## src/rtl/sfg_pkg.sv

```systemverilog
// Shared types, codes and defaults for the signal flow graph filter.
package sfg_pkg;

   localparam int DefNodeCount  = 8;
   localparam int DefDelayLimit = 16;

   // Command codes of a request transaction.
   localparam logic [1:0] CmdWrite  = 2'd0;
   localparam logic [1:0] CmdSample = 2'd1;
   localparam logic [1:0] CmdClear  = 2'd2;

   // Edge kinds as stored in the edge table.
   localparam logic [1:0] KindNone  = 2'd0;
   localparam logic [1:0] KindGain  = 2'd1;
   localparam logic [1:0] KindDelay = 2'd2;

   // Fraction bits of a gain; also the scale between Q16.0 samples and the Q.12 sums.
   localparam int GainFrac = 12;

   typedef struct packed {
      logic [1:0]         command;
      logic [2:0]         source_node;
      logic [2:0]         sink_node;
      logic [1:0]         edge_kind;
      logic signed [15:0] edge_value;
      logic signed [15:0] sample_in;
   } req_type;

   typedef struct packed {
      logic signed [15:0] sample_out;
      logic               write_error;
      logic               saturated;
   } rsp_type;

   // Work that the front end hands to the back end.
   typedef enum logic [1:0] {
      OpNone   = 2'd0,
      OpWrite  = 2'd1,
      OpSample = 2'd2,
      OpClear  = 2'd3
   } op_type;

   typedef struct packed {
      op_type  op;
      logic    write_error;
      req_type req;
   } job_type;

   typedef struct packed {
      logic job_ready;
      logic init_done;
   } back_status_type;

endpackage

```

## src/rtl/signal_flow_graph_filter.sv

```systemverilog
// Top level of the signal flow graph filter: front end, job queue and back end.
//
//   Channel  Direction  Ports                                   Payload
//   req      in         req_valid, req_ready, req_data         sfg_pkg::req_type
//   rsp      out        rsp_valid, rsp_ready, rsp_data         sfg_pkg::rsp_type
//
// In a sample transaction the back end reads every edge table entry once through the
// single read port of the edge RAM, each node sum then drains a two-stage
// multiply-accumulate pipeline, and the new history row is written one node a cycle.
// Write-edge, clear and unknown commands go from idle straight to the result state.
// After reset the edge table is cleared one entry a cycle, all 2**(2*clog2(NODE_COUNT))
// entries (64 with eight nodes), and req_ready stays low during that pass.
// A two-entry job queue lets requests be taken while the back end works, and the
// output register holds a finished result until rsp_ready takes it.
module signal_flow_graph_filter #(
   parameter int NODE_COUNT  = sfg_pkg::DefNodeCount,
   parameter int DELAY_LIMIT = sfg_pkg::DefDelayLimit
) (
   input  logic             clock,
   input  logic             reset,
   input  logic             req_valid,
   output logic             req_ready,
   input  sfg_pkg::req_type req_data,
   output logic             rsp_valid,
   input  logic             rsp_ready,
   output sfg_pkg::rsp_type rsp_data
);

   // Classified jobs pass from the front end to the back end through the queue.
   logic                     job_valid;
   sfg_pkg::job_type         job_data;
   sfg_pkg::back_status_type back_status;

   sfg_front #(
      .NODE_COUNT  (NODE_COUNT),
      .DELAY_LIMIT (DELAY_LIMIT)
   ) u_front (
      .clock       (clock),
      .reset       (reset),
      .req_valid   (req_valid),
      .req_ready   (req_ready),
      .req_data    (req_data),
      .job_valid   (job_valid),
      .job_data    (job_data),
      .back_status (back_status)
   );

   // The back end owns the edge table, the history memory and the result register.
   sfg_back #(
      .NODE_COUNT  (NODE_COUNT),
      .DELAY_LIMIT (DELAY_LIMIT)
   ) u_back (
      .clock       (clock),
      .reset       (reset),
      .job_valid   (job_valid),
      .job_data    (job_data),
      .back_status (back_status),
      .rsp_valid   (rsp_valid),
      .rsp_ready   (rsp_ready),
      .rsp_data    (rsp_data)
   );

endmodule

```

## src/rtl/sfg_ram.sv

```systemverilog
// Generic single write port, single read port RAM with registered read data.
module sfg_ram #(
   parameter int WIDTH = 16,
   parameter int DEPTH = 64
) (
   input  logic                     clock,
   input  logic                     wr_en,
   input  logic [$clog2(DEPTH)-1:0] wr_addr,
   input  logic [WIDTH-1:0]         wr_data,
   input  logic [$clog2(DEPTH)-1:0] rd_addr,
   output logic [WIDTH-1:0]         rd_data
);

   logic [WIDTH-1:0] mem_ff [DEPTH];
   logic [WIDTH-1:0] rd_data_ff;

   always_ff @(posedge clock) begin
      if (wr_en) begin
         mem_ff[wr_addr] <= wr_data;
      end
      rd_data_ff <= mem_ff[rd_addr];
   end

   assign rd_data = rd_data_ff;

endmodule

```

## src/rtl/sfg_front.sv

```systemverilog
// Front end: accepts request transactions, classifies them and queues the jobs.
module sfg_front #(
   parameter int NODE_COUNT  = sfg_pkg::DefNodeCount,
   parameter int DELAY_LIMIT = sfg_pkg::DefDelayLimit
) (
   input  logic                     clock,
   input  logic                     reset,
   input  logic                     req_valid,
   output logic                     req_ready,
   input  sfg_pkg::req_type         req_data,
   output logic                     job_valid,
   output sfg_pkg::job_type         job_data,
   input  sfg_pkg::back_status_type back_status
);

   sfg_pkg::job_type job_ff [2];
   sfg_pkg::job_type job_new;
   logic             wr_ptr_ff, wr_ptr_in;
   logic             rd_ptr_ff, rd_ptr_in;
   logic [1:0]       count_ff, count_in;
   logic             push, pop;
   logic             node_bad, delay_bad;

   // Classify the request into a job for the back end.
   always_comb begin
      node_bad  = (int'(req_data.source_node) >= NODE_COUNT) ||
                  (int'(req_data.sink_node) >= NODE_COUNT);
      delay_bad = (int'(req_data.edge_value) < 1) ||
                  (int'(req_data.edge_value) > DELAY_LIMIT);
      job_new             = '0;
      job_new.req         = req_data;
      job_new.op          = sfg_pkg::OpNone;
      job_new.write_error = 1'b0;
      case (req_data.command)
         sfg_pkg::CmdWrite: begin
            if (node_bad) begin
               job_new.op = sfg_pkg::OpNone;
            end else if (req_data.edge_kind != sfg_pkg::KindNone &&
                         req_data.edge_kind != sfg_pkg::KindGain &&
                         req_data.edge_kind != sfg_pkg::KindDelay) begin
               job_new.write_error = 1'b1;
            end else if (req_data.edge_kind == sfg_pkg::KindDelay && delay_bad) begin
               job_new.write_error = 1'b1;
            end else begin
               job_new.op = sfg_pkg::OpWrite;
            end
         end
         sfg_pkg::CmdSample: job_new.op = sfg_pkg::OpSample;
         sfg_pkg::CmdClear:  job_new.op = sfg_pkg::OpClear;
         default:            job_new.op = sfg_pkg::OpNone;
      endcase
   end

   assign req_ready = back_status.init_done && (count_ff != 2'd2);
   assign push      = req_valid && req_ready;
   assign job_valid = (count_ff != 2'd0);
   assign pop       = job_valid && back_status.job_ready;
   assign job_data  = job_ff[rd_ptr_ff];

   always_comb begin
      wr_ptr_in = push ? !wr_ptr_ff : wr_ptr_ff;
      rd_ptr_in = pop ? !rd_ptr_ff : rd_ptr_ff;
      count_in  = count_ff;
      if (push && !pop) begin
         count_in = count_ff + 2'd1;
      end else if (pop && !push) begin
         count_in = count_ff - 2'd1;
      end
   end

   always_ff @(posedge clock) begin
      if (reset) begin
         wr_ptr_ff <= 1'b0;
         rd_ptr_ff <= 1'b0;
         count_ff  <= 2'd0;
      end else begin
         wr_ptr_ff <= wr_ptr_in;
         rd_ptr_ff <= rd_ptr_in;
         count_ff  <= count_in;
      end
   end

   always_ff @(posedge clock) begin
      if (push) begin
         job_ff[wr_ptr_ff] <= job_new;
      end
   end

   assert property (@(posedge clock) disable iff (reset) count_ff != 2'd3)
      else $error("job queue count out of range");
   assert property (@(posedge clock) disable iff (reset)
                    (count_ff == 2'd2 && !pop) |=> !req_ready)
      else $error("queue full but request taken");
   assert property (@(posedge clock) disable iff (reset)
                    (push && !pop) |=> (count_ff == $past(count_ff) + 2'd1))
      else $error("queue count lost a push");

endmodule

```

## src/rtl/sfg_back.sv

```systemverilog
// Back end: edge table, node history and the multiply-accumulate sequencer.
module sfg_back #(
   parameter int NODE_COUNT  = sfg_pkg::DefNodeCount,
   parameter int DELAY_LIMIT = sfg_pkg::DefDelayLimit
) (
   input  logic                     clock,
   input  logic                     reset,
   input  logic                     job_valid,
   input  sfg_pkg::job_type         job_data,
   output sfg_pkg::back_status_type back_status,
   output logic                     rsp_valid,
   input  logic                     rsp_ready,
   output sfg_pkg::rsp_type         rsp_data
);

   localparam int NodeW     = $clog2(NODE_COUNT);
   localparam int IdxW      = (NodeW > 3) ? NodeW : 3;
   localparam int SlotW     = (DELAY_LIMIT > 1) ? $clog2(DELAY_LIMIT) : 1;
   localparam int CntW      = $clog2(DELAY_LIMIT + 1);
   localparam int EdgeAw    = 2 * NodeW;
   localparam int HistAw    = SlotW + NodeW;
   localparam int EdgeDepth = 1 << EdgeAw;
   localparam int HistDepth = 1 << HistAw;
   localparam int AccW      = 33 + NodeW;
   localparam int EdgeW     = 18;

   localparam logic signed [AccW-1:0] MaxQ = AccW'(32767);
   localparam logic signed [AccW-1:0] MinQ = -AccW'(32768);
   localparam logic signed [AccW-1:0] Half = AccW'(2048);

   typedef enum logic [6:0] {
      StIdle    = 7'b0000001,
      StInit    = 7'b0000010,
      StEdges   = 7'b0000100,
      StDrain   = 7'b0001000,
      StNodeEnd = 7'b0010000,
      StHistWr  = 7'b0100000,
      StResult  = 7'b1000000
   } state_type;

   state_type               state_ff, state_in;
   logic [EdgeAw-1:0]       init_addr_ff, init_addr_in;
   logic [NodeW-1:0]        node_ff, node_in;
   logic [NodeW-1:0]        src_ff, src_in;
   logic                    s1_valid_ff, s1_valid_in;
   logic [NodeW-1:0]        s1_src_ff, s1_src_in;
   logic                    s2_valid_ff, s2_valid_in;
   logic                    s2_gain_ff, s2_gain_in;
   logic                    s2_hist_ff, s2_hist_in;
   logic signed [31:0]      prod_ff, prod_in;
   logic signed [AccW-1:0]  acc_ff, acc_in;
   logic signed [15:0]      cur_ff [NODE_COUNT];
   logic signed [15:0]      cur_in [NODE_COUNT];
   logic                    sat_ff, sat_in;
   logic [SlotW-1:0]        ptr_ff, ptr_in;
   logic [CntW-1:0]         fill_ff, fill_in;
   logic                    rsp_valid_ff, rsp_valid_in;
   sfg_pkg::rsp_type        rsp_data_ff, rsp_data_in;
   sfg_pkg::rsp_type        res_ff, res_in;

   logic                    edge_wr_en;
   logic [EdgeAw-1:0]       edge_wr_addr;
   logic [EdgeW-1:0]        edge_wr_data;
   logic [EdgeW-1:0]        edge_rd_data;
   logic                    hist_wr_en;
   logic [HistAw-1:0]       hist_rd_addr;
   logic [15:0]             hist_rd_data;

   logic [IdxW-1:0]         wr_src_wide, wr_snk_wide;
   logic [1:0]              s1_kind;
   logic signed [15:0]      s1_value;
   logic [NodeW-1:0]        cur_idx;
   logic signed [15:0]      cur_rd;
   logic [16:0]             slot_sum;
   logic [SlotW-1:0]        slot;
   logic signed [AccW-1:0]  term;
   logic signed [AccW-1:0]  rnd;
   logic signed [15:0]      node_val;
   logic                    node_clip;

   sfg_ram #(.WIDTH(EdgeW), .DEPTH(EdgeDepth)) u_edge_ram (
      .clock   (clock),
      .wr_en   (edge_wr_en),
      .wr_addr (edge_wr_addr),
      .wr_data (edge_wr_data),
      .rd_addr ({src_ff, node_ff}),
      .rd_data (edge_rd_data)
   );

   sfg_ram #(.WIDTH(16), .DEPTH(HistDepth)) u_hist_ram (
      .clock   (clock),
      .wr_en   (hist_wr_en),
      .wr_addr ({ptr_ff, src_ff}),
      .wr_data (cur_rd),
      .rd_addr (hist_rd_addr),
      .rd_data (hist_rd_data)
   );

   assign wr_src_wide = IdxW'(job_data.req.source_node);
   assign wr_snk_wide = IdxW'(job_data.req.sink_node);

   // Stage one: edge entry is out of the table.
   assign s1_kind  = edge_rd_data[EdgeW-1:16];
   assign s1_value = $signed(edge_rd_data[15:0]);
   assign cur_idx  = (state_ff == StHistWr) ? src_ff : s1_src_ff;
   assign cur_rd   = cur_ff[cur_idx];

   always_comb begin
      slot_sum = 17'(ptr_ff) + 17'(DELAY_LIMIT) - 17'($unsigned(s1_value));
      if (slot_sum >= 17'(DELAY_LIMIT)) begin
         slot_sum = slot_sum - 17'(DELAY_LIMIT);
      end
      slot = slot_sum[SlotW-1:0];
   end
   assign hist_rd_addr = {slot, s1_src_ff};

   // Stage two: the term to add to the node sum.
   always_comb begin
      if (s2_gain_ff) begin
         term = AccW'(prod_ff);
      end else if (s2_hist_ff) begin
         term = AccW'($signed({hist_rd_data, 12'b0}));
      end else begin
         term = '0;
      end
   end

   // Round half up and saturate the finished node sum.
   always_comb begin
      rnd       = (acc_ff + Half) >>> sfg_pkg::GainFrac;
      node_clip = 1'b0;
      if (rnd > MaxQ) begin
         node_val  = 16'sd32767;
         node_clip = 1'b1;
      end else if (rnd < MinQ) begin
         node_val  = -16'sd32768;
         node_clip = 1'b1;
      end else begin
         node_val = rnd[15:0];
      end
   end

   assign back_status.init_done = (state_ff != StInit);
   assign back_status.job_ready = (state_ff == StIdle);

   always_comb begin
      state_in     = state_ff;
      init_addr_in = init_addr_ff;
      node_in      = node_ff;
      src_in       = src_ff;
      s1_valid_in  = 1'b0;
      s1_src_in    = src_ff;
      s2_valid_in  = s1_valid_ff;
      s2_gain_in   = s1_valid_ff && (s1_kind == sfg_pkg::KindGain) && (s1_src_ff < node_ff);
      s2_hist_in   = s1_valid_ff && (s1_kind == sfg_pkg::KindDelay) &&
                     (17'($unsigned(s1_value)) <= 17'(fill_ff));
      prod_in      = s1_value * cur_rd;
      acc_in       = s2_valid_ff ? (acc_ff + term) : acc_ff;
      cur_in       = cur_ff;
      sat_in       = sat_ff;
      ptr_in       = ptr_ff;
      fill_in      = fill_ff;
      res_in       = res_ff;
      rsp_valid_in = rsp_valid_ff && !rsp_ready;
      rsp_data_in  = rsp_data_ff;
      edge_wr_en   = 1'b0;
      edge_wr_addr = {wr_src_wide[NodeW-1:0], wr_snk_wide[NodeW-1:0]};
      edge_wr_data = {job_data.req.edge_kind,
                      (job_data.req.edge_kind == sfg_pkg::KindNone) ?
                      16'd0 : job_data.req.edge_value};
      hist_wr_en   = 1'b0;

      case (state_ff)
         StInit: begin
            edge_wr_en   = 1'b1;
            edge_wr_addr = init_addr_ff;
            edge_wr_data = '0;
            init_addr_in = init_addr_ff + 1'b1;
            if (init_addr_ff == EdgeAw'(EdgeDepth - 1)) begin
               state_in = StIdle;
            end
         end
         StIdle: begin
            if (job_valid) begin
               res_in   = '0;
               state_in = StResult;
               case (job_data.op)
                  sfg_pkg::OpWrite: begin
                     edge_wr_en = 1'b1;
                  end
                  sfg_pkg::OpClear: begin
                     ptr_in  = '0;
                     fill_in = '0;
                  end
                  sfg_pkg::OpSample: begin
                     acc_in   = AccW'($signed({job_data.req.sample_in, 12'b0}));
                     node_in  = '0;
                     src_in   = '0;
                     sat_in   = 1'b0;
                     state_in = StEdges;
                  end
                  default: begin
                     res_in.write_error = job_data.write_error;
                  end
               endcase
            end
         end
         StEdges: begin
            s1_valid_in = 1'b1;
            if (src_ff == NodeW'(NODE_COUNT - 1)) begin
               state_in = StDrain;
            end else begin
               src_in = src_ff + 1'b1;
            end
         end
         StDrain: begin
            if (!s1_valid_ff && !s2_valid_ff) begin
               state_in = StNodeEnd;
            end
         end
         StNodeEnd: begin
            cur_in[node_ff] = node_val;
            sat_in          = sat_ff || node_clip;
            src_in          = '0;
            if (node_ff == NodeW'(NODE_COUNT - 1)) begin
               state_in = StHistWr;
            end else begin
               node_in  = node_ff + 1'b1;
               acc_in   = '0;
               state_in = StEdges;
            end
         end
         StHistWr: begin
            hist_wr_en = 1'b1;
            if (src_ff == NodeW'(NODE_COUNT - 1)) begin
               ptr_in  = (ptr_ff == SlotW'(DELAY_LIMIT - 1)) ? '0 : ptr_ff + 1'b1;
               fill_in = (fill_ff == CntW'(DELAY_LIMIT)) ? fill_ff : fill_ff + 1'b1;
               res_in.sample_out  = cur_ff[NodeW'(NODE_COUNT - 1)];
               res_in.write_error = 1'b0;
               res_in.saturated   = sat_ff;
               state_in = StResult;
            end else begin
               src_in = src_ff + 1'b1;
            end
         end
         StResult: begin
            if (!rsp_valid_ff || rsp_ready) begin
               rsp_valid_in = 1'b1;
               rsp_data_in  = res_ff;
               state_in     = StIdle;
            end
         end
         default: begin
            state_in = StIdle;
         end
      endcase
   end

   always_ff @(posedge clock) begin
      if (reset) begin
         state_ff     <= StInit;
         init_addr_ff <= '0;
         s1_valid_ff  <= 1'b0;
         s2_valid_ff  <= 1'b0;
         ptr_ff       <= '0;
         fill_ff      <= '0;
         rsp_valid_ff <= 1'b0;
      end else begin
         state_ff     <= state_in;
         init_addr_ff <= init_addr_in;
         s1_valid_ff  <= s1_valid_in;
         s2_valid_ff  <= s2_valid_in;
         ptr_ff       <= ptr_in;
         fill_ff      <= fill_in;
         rsp_valid_ff <= rsp_valid_in;
      end
   end

   always_ff @(posedge clock) begin
      node_ff     <= node_in;
      src_ff      <= src_in;
      s1_src_ff   <= s1_src_in;
      s2_gain_ff  <= s2_gain_in;
      s2_hist_ff  <= s2_hist_in;
      prod_ff     <= prod_in;
      acc_ff      <= acc_in;
      cur_ff      <= cur_in;
      sat_ff      <= sat_in;
      res_ff      <= res_in;
      rsp_data_ff <= rsp_data_in;
   end

   assign rsp_valid = rsp_valid_ff;
   assign rsp_data  = rsp_data_ff;

   assert property (@(posedge clock) disable iff (reset)
                    s2_valid_ff |-> (state_ff == StEdges || state_ff == StDrain))
      else $error("accumulate stage busy outside edge walk");
   assert property (@(posedge clock) disable iff (reset)
                    (state_ff == StNodeEnd) |-> (!s1_valid_ff && !s2_valid_ff))
      else $error("node finished with terms still in flight");
   assert property (@(posedge clock) disable iff (reset) fill_ff <= CntW'(DELAY_LIMIT))
      else $error("history fill count beyond delay limit");

endmodule

```

## config.mk

```make
export PLATFORM = sky130hd
export DESIGN_NAME = signal_flow_graph_filter
export DESIGN_NICKNAME = d
export VERILOG_FILES = /design/src/rtl/sfg_pkg.sv /design/src/rtl/signal_flow_graph_filter.sv /design/src/rtl/sfg_ram.sv /design/src/rtl/sfg_front.sv /design/src/rtl/sfg_back.sv
export SDC_FILE = /design/constraint.sdc
export NUM_CORES = 2
export LEC_CHECK = 0
export ABC_CLOCK_PERIOD_IN_PS = 18680
export BUFFER_PORTS_ARGS = -buffer_cell sky130_fd_sc_hd__buf_2
export CAP_MARGIN = 5
export CORE_ASPECT_RATIO = 0.9
export CORE_UTILIZATION = 25
export CTS_BUF_LIST = sky130_fd_sc_hd__clkbuf_2
export CTS_CLUSTER_DIAMETER = 100
export DETAILED_ROUTE_END_ITERATION = 8
export RECOVER_POWER = 50
export SLEW_MARGIN = 20
export SYNTH_ARGS = -nofsm -noshare
export SYNTH_HDL_FRONTEND = slang
export SYNTH_SLANG_ARGS = --single-unit
```

## constraint.sdc

```tcl
create_clock -name clock -period 18.68 [get_ports clock]
set_input_delay 5.604 -clock clock [delete_from_list [all_inputs] [get_ports clock]]
set_output_delay 5.604 -clock clock [all_outputs]
set_load 0.005 [all_outputs]
```

## After elaboration in Yosys (flattened, before gate mapping)

Memory sizes are Yosys's and may differ from the RTL's. A register that Yosys moved wholly into a read port is not among the register bits.
Index checks and enable logic that the tools add are counted.

- Multiply operators: 1
- Order comparisons: 10
- Bitwise gates (word level): 2
- Div/mod/pow operators: 0
- Reductions and logical operators: 44
- Shift operators: 0
- Add/subtract/negate cells: 12
- Equal/unequal tests: 35
- Mux-type cells: 77

Operators with widths:

| kind | count |
|---|---|
| 36-bit 2-to-1 mux | 6 |
| 128-bit bitwise mux | 1 |
| 16-bit 2-to-1 mux | 6 |
| 36-bit case mux with 2 select lines | 1 |
| 7-bit 2-to-1 mux | 7 |
| 7-bit case mux with 7 select lines | 1 |
| 16-bit binary-select mux with 3-bit select | 1 |
| 16-bit demux with 3-bit select | 1 |
| 36-bit by 13-bit adder with 36-bit output (second input constant) | 1 |
| 36-bit adder | 1 |
| 18-bit 2-to-1 mux | 2 |
| 18-bit case mux with 2 select lines | 1 |
| 16-bit by 16-bit multiplier with 32-bit output | 1 |
| 24-bit by 16-bit greater-than comparator with 1-bit output (second input constant) | 1 |
| 24-bit by 16-bit < comparator with 1-bit output (second input constant) | 1 |
| 1-bit 2-to-1 mux | 24 |
| 4-bit 2-to-1 mux | 5 |
| 5-bit 2-to-1 mux | 4 |
| 17-bit by 5-bit >= comparator with 1-bit output (second input constant) | 1 |
| 6-bit by 16-bit subtractor with 17-bit output | 1 |
| 16-bit by 6-bit greater-than comparator with 1-bit output (second input constant) | 1 |
| 16-bit by 5-bit <= comparator with 1-bit output | 1 |
| 16-bit by 2-bit < comparator with 1-bit output (second input constant) | 1 |
| 2-bit by 1-bit != test with 1-bit output (second input constant) | 8 |
| 49 further kinds | 103 |

- Memory bits (writable): 3290
- Register bits: 273
- Bits in read-only memories: 0
- Logic and storage cells: 216
- Latch bits: 0
- Memories kept: 3
- Output and inout port bits: 20

Memories:

| memory | depth | width | read ports | clocked after Yosys merged registers in | write ports | RTL line | RTL |
|---|---|---|---|---|---|---|---|
| u_back.u_hist_ram.mem_ff | 128 | 16 | 1 | 1 | 1 | sfg_ram.sv:14 | `logic [WIDTH-1:0] mem_ff [DEPTH];` |
| u_back.u_edge_ram.mem_ff | 64 | 18 | 1 | 1 | 1 | sfg_ram.sv:14 |  |
| u_front.job_ff | 2 | 45 | 1 | 1 | 1 | sfg_front.sv:16 | `sfg_pkg::job_type job_ff [2];` |

## Depth between registers and ports, before layout

- Depth in word-level cells: 7
- Depth in mapped cells: 36
- Gate-level depth less buffers: 33

## Cells and area by module

A second synthesis with hierarchy kept.

- Cells, all modules: 7553
- Area total of the unflattened synthesis: 148726.4 um2

Modules (own cells, without submodules):

| module | cells an instance | sequential area each (um2) | area each (um2) | instances |
|---|---|---|---|---|
| sfg_ram at u_back.u_hist_ram | 3086 | 61819.3 | 78522.8 | 1 |
| sfg_ram at u_back.u_edge_ram | 1957 | 34953.5 | 44621.5 | 1 |
| sfg_back | 2331 | 6135.9 | 22013.6 | 1 |
| sfg_front | 179 | 2802.7 | 3568.4 | 1 |

## Worst setup path before layout

Ideal clock, no wire load.

- Path type: register -> register
- Start: reg u_back.state_ff[6]
- End: reg u_back.prod_ff[31]
- Slack: 9.759 ns
- Arrival: 8.849 ns
- Setup time: 0.072 ns
- Stages on the path, launching flop included: 33
- Clock period less this slack: 8.921 ns
- Path buffers: 3
- Cells stage by stage: dfxtp_1 -> nor4_2 -> and2b_1 -> and3b_1 -> buf_2 -> mux2i_2 -> buf_2 -> nand2_1 -> nand3_1 -> nand2_1 -> o21ai_1 -> buf_2 -> nand2_1 -> inv_1 -> fa_1 -> fa_1 -> fa_1 -> fa_1 -> fa_1 -> inv_1 -> fa_1 -> inv_1 -> ha_1 -> and3_1 -> a221oi_1 -> o21ai_0 -> a21o_1 -> nor2_1 -> o22ai_1 -> nor3_1 -> o21bai_1 -> a21oi_1 -> xnor2_1

- Longest elaborated chain between the ends: 7

RTL lines:

| item | RTL line | RTL |
|---|---|---|
| start, declared | sfg_back.sv:41 | `state_type state_ff, state_in;` |
| start signal, assigned | sfg_back.sv:261 | `state_ff <= StInit;` |
| start signal, assigned | sfg_back.sv:269 | `state_ff <= state_in;` |
| 7-bit by 6-bit equality test with 1-bit output | sfg_back.sv:105 | `assign cur_idx = (state_ff == StHistWr) ? src_ff : s1_src_ff;` |
| 3-bit 2-to-1 mux | sfg_back.sv:105 |  |
| 3-bit NOT with 4-bit output (implied by the code) | sfg_back.sv:106 | `assign cur_rd = cur_ff[cur_idx];` |
| 16-bit binary-select mux with 3-bit select | sfg_back.sv:106 |  |
| 16-bit 2-to-1 mux (implied by the code) (2 in series) | sfg_back.sv:106 |  |
| named net u_back.cur_rd[1] | sfg_back.sv:73 | `logic signed [15:0] cur_rd;` |
| 16-bit by 16-bit multiplier with 32-bit output | sfg_back.sv:157 | `prod_in = s1_value * cur_rd;` |
| named net u_back.prod_in[31] | sfg_back.sv:50 | `logic signed [31:0] prod_ff, prod_in;` |
| end signal, assigned | sfg_back.sv:285 | `prod_ff <= prod_in;` |
| end, declared | sfg_back.sv:50 |  |

The timed path passes the listed nets, and every way through them passes these cells. The select of a mux whose other input is x is not followed.
A chain may end at the register's enable or synchronous reset.

## Worst setup path in the final report

- Start: reg u_back.state_ff[6]
- End: reg u_back.prod_ff[22]

- Longest elaborated chain between the ends: 7

RTL lines:

| item | RTL line |
|---|---|
| 7-bit by 6-bit equality test with 1-bit output | sfg_back.sv:105 |
| 3-bit 2-to-1 mux | sfg_back.sv:105 |
| 3-bit NOT with 4-bit output (implied by the code) | sfg_back.sv:106 |
| 16-bit binary-select mux with 3-bit select | sfg_back.sv:106 |
| 16-bit 2-to-1 mux (implied by the code) (2 in series) | sfg_back.sv:106 |
| 16-bit by 16-bit multiplier with 32-bit output | sfg_back.sv:157 |
| named net u_back.prod_in[22] | sfg_back.sv:50 |

The timed path passes the listed nets, and every way through them passes these cells. The select of a mux whose other input is x is not followed.

==> impl_results.md <==
- Status: finished, violations left
- Failing checks: capacitance limit, slew limit
- Layout Cells excl Fill: around 17000
- CTS tree: done
- Synth top area cells: edfxtp_1 69%, mux4_2 15%, fa_1 3.6%
- EDFF count, synth: about 3400
- LEAKAGE: around 53 nW
- Reg area: around 110000 sq um
- DP Cell Count: approximately 15000
- Max-cap violations: between 50 and 60
- Post-Layout Inst Area: approximately 170000 sq um
- I/O Pins: 66
- Share of the synthesized area in the top cell type: 69.44%
- Core region area: a little under 600000 sq um
- Placer Congestion: slightly above 0.8
- Row count: around 270
- Slowest-stage cell, CP: clkbuf_1
- Power per cell area: roughly 120 nW/um^2
- Syn avg cell area: 19.73 sq um
- Post-CTS Setup Inserts: 0
- Unique cell type count in the Yosys netlist: 80
- RSZ-0062 raised after global routing: no
- CP startpoint kind: flip-flop
- Final HPWL DP: roughly 220000 um
- # DRC: 0
- GR Overflow Total: 0
- Fin Setup TNS: 0 ns
- Most common cell in the synthesized netlist: edfxtp_1
- Cell mode on critical path: fa_1
- Initial antenna violation count: 24
- Final Slew Violations: between 1500 and 2000
- Die Wd: between 800 and 900 um
- Register area share after synthesis: 71.29%
- H-tree depth: 6
- Root Driver: clkbuf_2
- Post-layout min period: between 10 and 15 ns
- Worst path arrival time: 15.51 ns
- Gr usage total: ~12%
- Clock Sinks: 3562
- Die footprint: 595500 sq um
- Hold Slack: 0.4385 ns
- Clk_skew: just under 0.3 ns
- Syn. warnings: 0
- Commonest cells post-synth: 3425 x edfxtp_1, 960 x mux4_2, 365 x nand2_1, 350 x nor2_1, 330 x inv_1
- Async SR Flop Fraction: 0%
- Top FF cell, synth: edfxtp_1
- Period Utilization, post-route: approximately three quarters
- Largest area contributor in the netlist: edfxtp_1
- Critical path peak fanout: between 70 and 80
- Post-synthesis cell count: 7508
- Reg clk slew, reported paths: between 0.1 and 0.15 ns
- CTS Hold Bufs: 0
- Fin. Hold Viols: 0
- Slew @ Worst Pin: 3.697 ns
- Initial Util: 25.16%
- P&R area growth vs syn: 12.24%
- Detailed Routing Iterations Pass 1: 5
- Via count: between 70000 and 80000
- Worst VDD drop: 0.0003998 V
- FILL cells: 58650
- Final setup fails: 0
- Worst Hold Class: reg2reg
- Multi-input gate area: 40220 sq um
- Clk Latency, worst-skew pair: 2.04 ns
- Final wirelength: approximately 380000 um
- Wirelength per Cell: 22.51 um
- Worst Setup End Kind: flip-flop
- Nets: between 8000 and 9000
- Post-synthesis register bit count: between 3000 and 4000
- Crit path required time: 20.35 ns
- CP peak stage delay: about 2.3 ns
- Vias in the first global route: 77010
- Antenna Violating Nets Remaining: 0
- Cell Area, Synth: 148100 sq um
- CTS buffer count: between 800 and 900
- DIE HEIGHT: between 700 and 800 um
- PortBufs: 49
- Initial DRC count: ~8000
- Layout cell share with drive strength beyond 1: 28.59%
- Pin count of the biggest net entering global routing: 139
- FMAX: 72.27 MHz
- Global-route wire length before repair: 544700 um
- Post-CTS resize count: 0
- Placed Area: around 160000 sq um
- Max transition margin: -149.1%
- Clock Tree Buf Depth: 4
- Critical path class: reg2reg
- Via/cell ratio: about 4.5
- Power Total: ~20 mW
## cell type report
cell class / instances / area share [%]
tap: 7801 / 5.872
clock buffer: 1205 / 3.628
clock inverter: 185 / 0.7557
inverter: 332 / 0.7557
sequential: 3562 / 63.53
timing repair buffer: 373 / 1.231
antenna: 23 / 0.03462
multi-input combinational: 3263 / 24.20
## layout by cell type (no fill, tap or decap), drive strengths merged, types with 15 or more instances in the layout
master  netlist  routed
o21ai        88      88
fa          264     264
and2        145     145
diode         0      23
ha          141     141
bufinv        0      17
o21bai       17      17
dfxtp       137     137
clkinv        0     141
mux2i       200     200
clkbuf      180    1416
xnor2        58      58
nand2       368     368
nand3       124     124
xor2         32      32
inv         332     350
a21o         27      27
nor4         15      15
and3         17      17
a211oi       16      16
buf         186     162
edfxtp     3425    3425
a22o         15      15
nor3         34      34
mux2         21      21
a21oi       101     101
conb          1      16
nor2        353     353
o22ai        74      74
mux4        960     960
or4          18      18
nor2b        15      15
## worst paths after layout
| path | cells after the start | slack (ns) | start | end |
|---|---|---|---|---|
| max | 32 | 4.84 | u_back.state_ff[6] | u_back.prod_ff[22] |
| min | 2 | 0.44 | u_back.u_edge_ram.rd_data[17] | u_back.s2_gain_ff |
| max reg2reg | 32 | 4.84 | u_back.state_ff[6] | u_back.prod_ff[22] |
| min reg2reg | 2 | 0.44 | u_back.u_edge_ram.rd_data[17] | u_back.s2_gain_ff |
## report_power, final
part,switching [mW],internal [mW],total (mW)
logic,3.62,2.62,6.24
registers,0.0845,9.04,9.13
clock network,3.06,1.94,5.01
total,6.77,13.6,20.4
## per-layer routing
layer | routed length (um) | up-vias | GRT usage [%]
met4 | 9256 | 12 | 3.452
li1 | - | 32010 | -
met5 | 80 | - | 0
met3 | 30050 | 555 | 2.521
met2 | 168600 | 3148 | 18.26
met1 | 169000 | 40240 | 18.06
## registers in the layout, summed over array words and instances, names as in the netlist, 2 cells and up, named ones only
name                       cells
u_back.acc_ff                 36
u_back.cur_ff                128
u_back.fill_ff                 5
u_back.init_addr_ff            6
u_back.node_ff                 3
u_back.prod_ff                32
u_back.ptr_ff                  4
u_back.res_ff                  2
u_back.rsp_data                2
u_back.s1_src_ff               3
u_back.s1_src_in               3
u_back.state_ff                7
u_back.u_edge_ram.mem_ff    1152
u_back.u_edge_ram.rd_data     18
u_back.u_hist_ram.mem_ff    2048
u_back.u_hist_ram.rd_data     16
u_front.count_ff               2
u_front.job_ff                86
## worst max-delay path, delay by kind of cell, from the launching register on
kind,cells,cell delay [ns]
adder cells (fa/ha/maj),7,3.32
AND/OR/NAND/NOR,9,2.33
flip-flops,1,0.36
buffers and inverters,6,5.47
AO/OA/AOI/OAI,8,1.51
multiplexers,1,0.32
XOR/XNOR,1,0.12
## per-stage QoR
step / utilization, % / worst slack [ns]
floorplan: - / 9.759
global route: 28.24 / 3.962
detailed placement: 27.14 / 8.524
global placement: 27.13 / 8.644
finish: 28.24 / 4.843
CTS: 28.38 / 8.356
## cells by family after synthesis
kind of cell    Yosys count  synth area share (%)
compound gates          405                 1.726
xor+xnor                 90                0.5322
fa+ha+maj               405                 4.759
buf+inv                 698                 1.910
flops                  3562                 71.29
mux                    1181                 16.12
other cells               1              0.002532
simple gates           1166                 3.657
(Power assumes the default switching activity.)
